==> src/hdl/hpmc_pkg.sv <==
`default_nettype none

package hpmc_pkg;

  localparam int PIXEL_W = 8;
  localparam int CFG_DATA_W = 5;
  localparam int CFG_INDEX_W = 3;

  // register indexes on the configuration port
  localparam logic [CFG_INDEX_W-1:0] REG_HALF_H = 3'd0;
  localparam logic [CFG_INDEX_W-1:0] REG_HALF_V = 3'd1;
  localparam logic [CFG_INDEX_W-1:0] REG_AVG = 3'd2;
  localparam logic [CFG_INDEX_W-1:0] REG_WIDTH = 3'd3;
  localparam logic [CFG_INDEX_W-1:0] REG_HEIGHT = 3'd4;

  localparam logic [CFG_DATA_W-1:0] SIZE_RESET = 5'd16;

  typedef logic [PIXEL_W-1:0] pixel_t;

  typedef struct packed {
    pixel_t ref_pixel;
    pixel_t prior_pixel;
  } in_t;

  typedef struct packed {
    pixel_t pred_pixel;
    logic   last_in_block;
  } out_t;

  typedef struct packed {
    logic half_h;
    logic half_v;
    logic avg;
  } mode_t;

  typedef struct packed {
    pixel_t above_left;
    pixel_t above;
    pixel_t left;
    pixel_t cur;
  } nbr_t;

endpackage

`default_nettype wire

==> src/hdl/hpmc_pred.sv <==
`default_nettype none

module hpmc_pred (
  input  hpmc_pkg::mode_t  mode,
  input  hpmc_pkg::nbr_t   nbr,
  input  hpmc_pkg::pixel_t prior,
  output hpmc_pkg::pixel_t pred
);

  logic [9:0] sum4;
  logic [8:0] sum_h;
  logic [8:0] sum_v;
  logic [8:0] sum_avg;
  hpmc_pkg::pixel_t base;

  assign sum4 = 10'(nbr.above_left) + 10'(nbr.above) + 10'(nbr.left) + 10'(nbr.cur) + 10'd2;
  assign sum_h = 9'(nbr.left) + 9'(nbr.cur) + 9'd1;
  assign sum_v = 9'(nbr.above) + 9'(nbr.cur) + 9'd1;

  always_comb begin
    if (mode.half_h && mode.half_v) begin
      base = sum4[9:2];
    end else if (mode.half_h) begin
      base = sum_h[8:1];
    end else if (mode.half_v) begin
      base = sum_v[8:1];
    end else begin
      base = nbr.cur;
    end
  end

  // bidirectional: average with the earlier prediction
  assign sum_avg = 9'(prior) + 9'(base) + 9'd1;
  assign pred = mode.avg ? sum_avg[8:1] : base;

endmodule

`default_nettype wire

==> src/hdl/half_pel_motion_compensation.sv <==
`default_nettype none

// Half-pel motion compensation for one block. The reference window streams in
// raster order, one pixel per word, and one word is taken every cycle unless
// the output register is held by out_stall; a prediction leaves through the
// output register, loaded by the word that completes it. Words in the leading
// row or column of an interpolated window give no result. The previous window
// row sits in a line store whose read is registered from the next column
// count, so the store's single read port sets the one-pixel-per-cycle rate;
// per-entry valid bits make it read as zero after reset, with no clearing pass.
module half_pel_motion_compensation #(
  parameter int MAX_WIDTH = 16,
  parameter int MAX_HEIGHT = 16
) (
  input  wire                                 clk,
  input  wire                                 rst,
  input  wire                                 in_valid,
  output logic                                in_stall,
  input  hpmc_pkg::in_t                       in_data,
  output logic                                out_valid,
  input  wire                                 out_stall,
  output hpmc_pkg::out_t                      out_data,
  input  wire                                 cfg_write,
  input  wire  [hpmc_pkg::CFG_INDEX_W-1:0]    cfg_index,
  input  wire  [hpmc_pkg::CFG_DATA_W-1:0]     cfg_data
);

  localparam int CW = $clog2(MAX_WIDTH + 1);
  localparam int RW = $clog2(MAX_HEIGHT + 1);
  localparam int CWX = ((CW > hpmc_pkg::CFG_DATA_W) ? CW : hpmc_pkg::CFG_DATA_W) + 1;
  localparam int RWX = ((RW > hpmc_pkg::CFG_DATA_W) ? RW : hpmc_pkg::CFG_DATA_W) + 1;
  localparam int DEPTH = MAX_WIDTH + 1;

  // configuration
  logic                              half_h;
  logic                              half_v;
  logic                              avg;
  logic [hpmc_pkg::CFG_DATA_W-1:0]   block_width;
  logic [hpmc_pkg::CFG_DATA_W-1:0]   block_height;

  // window position
  logic [CW-1:0] column_count;
  logic [CW-1:0] column_count_next;
  logic [RW-1:0] row_count;
  logic [RW-1:0] row_count_next;

  // line store
  hpmc_pkg::pixel_t line_store [DEPTH];
  logic [DEPTH-1:0] store_vld;
  hpmc_pkg::pixel_t rd_data;
  logic             rd_vld;
  logic             byp;
  hpmc_pkg::pixel_t byp_data;

  hpmc_pkg::pixel_t left_pixel;
  hpmc_pkg::pixel_t above_left_pixel;
  hpmc_pkg::pixel_t above;

  logic [CWX-1:0] w_x;
  logic [CWX-1:0] last_col;
  logic [RWX-1:0] h_x;
  logic [RWX-1:0] last_row;
  logic           row_end;
  logic           win_end;
  logic           produce;
  logic           accept;

  hpmc_pkg::mode_t  mode;
  hpmc_pkg::nbr_t   nbr;
  hpmc_pkg::pixel_t pred;

  always_ff @(posedge clk) begin
    if (rst) begin
      half_h <= 1'b0;
      half_v <= 1'b0;
      avg <= 1'b0;
      block_width <= hpmc_pkg::SIZE_RESET;
      block_height <= hpmc_pkg::SIZE_RESET;
    end else if (cfg_write) begin
      unique case (cfg_index)
        hpmc_pkg::REG_HALF_H: half_h <= cfg_data[0];
        hpmc_pkg::REG_HALF_V: half_v <= cfg_data[0];
        hpmc_pkg::REG_AVG:    avg <= cfg_data[0];
        hpmc_pkg::REG_WIDTH:  block_width <= cfg_data;
        hpmc_pkg::REG_HEIGHT: block_height <= cfg_data;
        default: ;
      endcase
    end
  end

  // clamp block size into 1..MAX
  always_comb begin
    if (block_width == '0) begin
      w_x = CWX'(1);
    end else if (CWX'(block_width) > CWX'(MAX_WIDTH)) begin
      w_x = CWX'(MAX_WIDTH);
    end else begin
      w_x = CWX'(block_width);
    end
    if (block_height == '0) begin
      h_x = RWX'(1);
    end else if (RWX'(block_height) > RWX'(MAX_HEIGHT)) begin
      h_x = RWX'(MAX_HEIGHT);
    end else begin
      h_x = RWX'(block_height);
    end
  end

  assign last_col = w_x + CWX'(half_h) - CWX'(1);
  assign last_row = h_x + RWX'(half_v) - RWX'(1);
  assign row_end = CWX'(column_count) >= last_col;
  assign win_end = row_end && (RWX'(row_count) >= last_row);
  assign produce = (!half_h || (column_count != '0)) && (!half_v || (row_count != '0));

  assign in_stall = out_valid && out_stall;
  assign accept = in_valid && !in_stall;

  always_comb begin
    column_count_next = column_count;
    row_count_next = row_count;
    if (accept) begin
      if (win_end) begin
        column_count_next = '0;
        row_count_next = '0;
      end else if (row_end) begin
        column_count_next = '0;
        row_count_next = row_count + RW'(1);
      end else begin
        column_count_next = column_count + CW'(1);
      end
    end
  end

  always_ff @(posedge clk) begin
    if (rst) begin
      column_count <= '0;
      row_count <= '0;
    end else begin
      column_count <= column_count_next;
      row_count <= row_count_next;
    end
  end

  // write the current pixel, prefetch the entry for the next word
  always_ff @(posedge clk) begin
    if (accept) begin
      line_store[column_count] <= in_data.ref_pixel;
    end
    rd_data <= line_store[column_count_next];
    byp_data <= in_data.ref_pixel;
  end

  always_ff @(posedge clk) begin
    if (rst) begin
      store_vld <= '0;
      rd_vld <= 1'b0;
      byp <= 1'b0;
    end else begin
      if (accept) begin
        store_vld[column_count] <= 1'b1;
      end
      rd_vld <= store_vld[column_count_next];
      byp <= accept && (column_count_next == column_count);
    end
  end

  assign above = byp ? byp_data : (rd_vld ? rd_data : '0);

  always_ff @(posedge clk) begin
    if (rst) begin
      left_pixel <= '0;
      above_left_pixel <= '0;
    end else if (accept) begin
      left_pixel <= in_data.ref_pixel;
      above_left_pixel <= above;
    end
  end

  assign mode = '{half_h: half_h, half_v: half_v, avg: avg};
  assign nbr = '{above_left: above_left_pixel, above: above, left: left_pixel,
                 cur: in_data.ref_pixel};

  hpmc_pred u_pred (
    .mode  (mode),
    .nbr   (nbr),
    .prior (in_data.prior_pixel),
    .pred  (pred)
  );

  // output register: load on a producing word, drop once taken
  always_ff @(posedge clk) begin
    if (rst) begin
      out_valid <= 1'b0;
    end else if (accept && produce) begin
      out_valid <= 1'b1;
    end else if (!out_stall) begin
      out_valid <= 1'b0;
    end
  end

  always_ff @(posedge clk) begin
    if (accept && produce) begin
      out_data.pred_pixel <= pred;
      out_data.last_in_block <= win_end;
    end
  end

endmodule

`default_nettype wire
==> config.mk <==
export PLATFORM = sky130hd
export DESIGN_NAME = half_pel_motion_compensation
export DESIGN_NICKNAME = d
export VERILOG_FILES = /design/src/hdl/hpmc_pkg.sv /design/src/hdl/hpmc_pred.sv /design/src/hdl/half_pel_motion_compensation.sv
export SDC_FILE = /design/constraint.sdc
export NUM_CORES = 1
export LEC_CHECK = 0
export ABC_AREA = 1
export BUFFER_PORTS_ARGS = -buffer_cell sky130_fd_sc_hd__buf_4
export CAP_MARGIN = 0
export CORE_ASPECT_RATIO = 0.8
export CORE_UTILIZATION = 60
export CTS_BUF_LIST = sky130_fd_sc_hd__clkbuf_4 sky130_fd_sc_hd__clkbuf_8
export CTS_CLUSTER_DIAMETER = 30
export CTS_CLUSTER_SIZE = 25
export DETAILED_ROUTE_END_ITERATION = 6
export MAX_ROUTING_LAYER = met4
export PLACE_DENSITY_LB_ADDON = 0.12
export SLEW_MARGIN = 20
export SYNTH_ARGS = -nofsm -noshare
export SYNTH_HDL_FRONTEND = slang
export SYNTH_HIERARCHICAL = 1
export SYNTH_SLANG_ARGS = --single-unit
==> constraint.sdc <==
create_clock -name clk -period 5.75 [get_ports clk]
set_input_delay 1.4375 -clock clk [delete_from_list [all_inputs] [get_ports clk]]
set_output_delay 1.4375 -clock clk [all_outputs]
set_load 0.01 [all_outputs]
==> reports/results.ini <==
[sta]
tightest_slew_ns = 1.050
max_freq_mhz = 205.3
relSlewSlack_pct = 29.74
rsz0062_at_grt = no
finalSetupViolCount = 0
min_period_ns = 4.871
holdWs_ns = 0.4256
slew_viol_final = 0
fin_crit_sh_pct = 84.72
hold_viol_final = 0
clock_skew_ns = 0.02164
fin_setup_tns_ns = 0

[clock_network]
cts_buffer_depth = 3
clock_latency_ns = 0.54
postCtsResizedCells = 0
cts_buffers = 38
clk_pin_slew_worst_paths_ns = 0.07
cts_sinks = 220
hold_buffers = 0
htree_levels = 2
cts_setup_buffers = 0
cts_root_buf = clkbuf_8
cts_tree = built

[cells_and_area]
area_growth_pct = 11.42
layout_commonest_cell = nand2_1
layout_common_cells = nand2_1 (267), inv_1 (210), nand3_1 (161)
drive_above_1_share_pct = 10.96
layout.cells.non_filler = 1682
nets = 1493
antennaDiodeCount = 0

[critical_path]
cpPeakStageDelay_ns = 0.51
crit_type = input pin to flip-flop
slowest_stage = fa_1
crit_path_start = in_data[10]
regToRegSetupSlack_ns = 1.00
worst_ep_arrival_time_ns = 5.16
r2r-start = byp
path_cells = buf_4, inv_1, fa_1, fa_1, inv_1, ha_1, a21oi_1, nand2_1, nand2_1, nand3_1, o21ai_1, inv_1, fa_1, o21ai_1, a21oi_1, o21ai_0, a21oi_1, o21ai_0, nand2_1
cp-start-kind = input pin
reg2regPathDepth = 22
crit_end = out_data[6]
critPathCaptureType = flip-flop
reg2reg_to = out_data[6]
cp.required_ns = 6.04
cp_max_fo = 7

[place]
dpl.cell_count = 1612
dpl.hpwl_um = 19830
place_congestion = 0.9482
port_buffers = 39

[worst_hold_path]
hold_class = flip-flop to flip-flop
hold-path-cell-count = 2

[routing]
antenna_left = 0
vias = 9301
dr.first_iter.drc_count = 963
routed_via_density = 5.530
firstDrtPassIters = 5
drcViolationCount = 0
drt_wl_total_um = 29260
wl_per_cell_um = 17.40

[synth]
syn_nets = 1441
yosys_warnings = 6
synth.yosys.seq_area_share_pct = 49.39
syn-cell-area_um2 = 11860
synth_cell_types = 44
synth_area_per_cell_um2 = 8.834
yosys_register_bits = 220
syn_inst = 1342

[floorplanning]
dieHeight_um = 127.7
die-area_um2 = 20330
ios = 40
die-width_um = 159.2
initial_core_util_pct = 61.93
rows = 45
core_area_um2 = 19140

[pwr]
ir_drop_uv = 233.9
p_total_mw = 4.334
leakage_nw = 5.829
power_density_nw_per_um2 = 328.1

[run_status]
status = completed

[global_route]
antenna_found_initial = 0
overflow = 0
grt_pass1_vias = 8844
grt_pass1_wl_um = 46730
grt_max_degree = 57
grt_usage_pct = 30.67

[job]
cap_viol_max_count = 0

stage by stage:
step	cell area [µm²]	setup slack [ns]	util (%)
after detailed placement	12310	0.3730	64.30
after CTS	13210	0.9567	69.00
after global routing	13210	0.5252	69.00
after global placement	12310	0.5156	64.30
after floorplan	11860	0.9282	-
final	13210	0.8788	69.00
synthesized netlist by cell type, drive strengths merged:
cell / n / share of area (%)
nand2: 278 / 9.3
inv: 217 / 6.9
nand3: 167 / 7.5
edfxtp: 145 / 37
nor2: 107 / 3.4
dfxtp: 75 / 13
o21ai: 69 / 2.9
nand3b: 53 / 3.4
ha: 52 / 5.5
a21oi: 40 / 1.7
buf: 36 / 2.3
fa: 18 / 3.0
a31oi: 12 / 0.63
clkbuf: 11 / 0.35
nor3: 11 / 0.56
xor2: 11 / 0.81
nand4: 9 / 0.47
nor4: 4 / 0.21
or2: 4 / 0.21
xnor2: 4 / 0.30
nor3b: 3 / 0.19
o21a: 3 / 0.19
o21bai: 3 / 0.19
a21boi: 2 / 0.13
and2: 2 / 0.11
and3: 2 / 0.11
o211ai: 2 / 0.13
a2111oi: 1 / 0.13
clkinv: 1 / 0.032
final cells by class:
class / instances / area (µm²)
multi-input cells: 857 / 4867
fillers: 1600 / 5934
clock buffers: 45 / 600.6
well taps: 258 / 322.8
inverters: 218 / 820.8
repair buffers: 59 / 442.9
flip-flops and latches: 220 / 5856
clock inverters: 25 / 299.0
routing by layer:
metal / global-route usage (%) / part of all wire [%]
met2: 43.70 / 42
met4: 8.371 / 1.6
met5: - / 0
met1: 43.96 / 46
met3: 7.053 / 10
report_power, final:
part / switching, mW / internal, mW / total (mW) / leakage [nW]
Clock: 0.704 / 0.951 / 1.66 / 0.450
Combinational: 0.604 / 0.305 / 0.908 / 3.45
Sequential: 0.0275 / 1.74 / 1.77 / 1.93
critical path: cells and delay by family:
family / cells / cell delay [ns]
buffers and inverters: 4 / 0.35
AO/OA/AOI/OAI: 7 / 1.18
adder cells (fa/ha/maj): 4 / 1.83
AND/OR/NAND/NOR: 4 / 0.35
kinds of logic (layout without fill, tap and decap cells):
family          after synthesis  after routing  synth area share [%]
flops                       220            220                 49.39
fa+ha+maj                    70             70                 8.528
buf+inv                     265            347                 9.551
xor+xnor                     15             15                 1.108
simple gates                640            640                 25.42
compound gates              132            132                 5.995
state kept, by name, indices dropped and copies added (netlist names), 8 cells and up:
signal	cells
rd_data	8
byp_data	8
store_vld	17
above_left_pixel	8
left_pixel	8
out_data	9
line_store	136
how the worst min path moves through the flow:
stage / startpoint / endpoint / slack (ns)
after floorplan: line_store[16][0] / rd_data[0] / 0.42
after global placement: line_store[16][5] / rd_data[5] / 0.43
after detailed placement: line_store[16][3] / rd_data[3] / 0.43
after CTS: line_store[16][4] / rd_data[4] / 0.42
after global routing: line_store[16][7] / rd_data[7] / 0.46
final: line_store[16][4] / rd_data[4] / 0.43
Power figures use the tool's default switching activity.
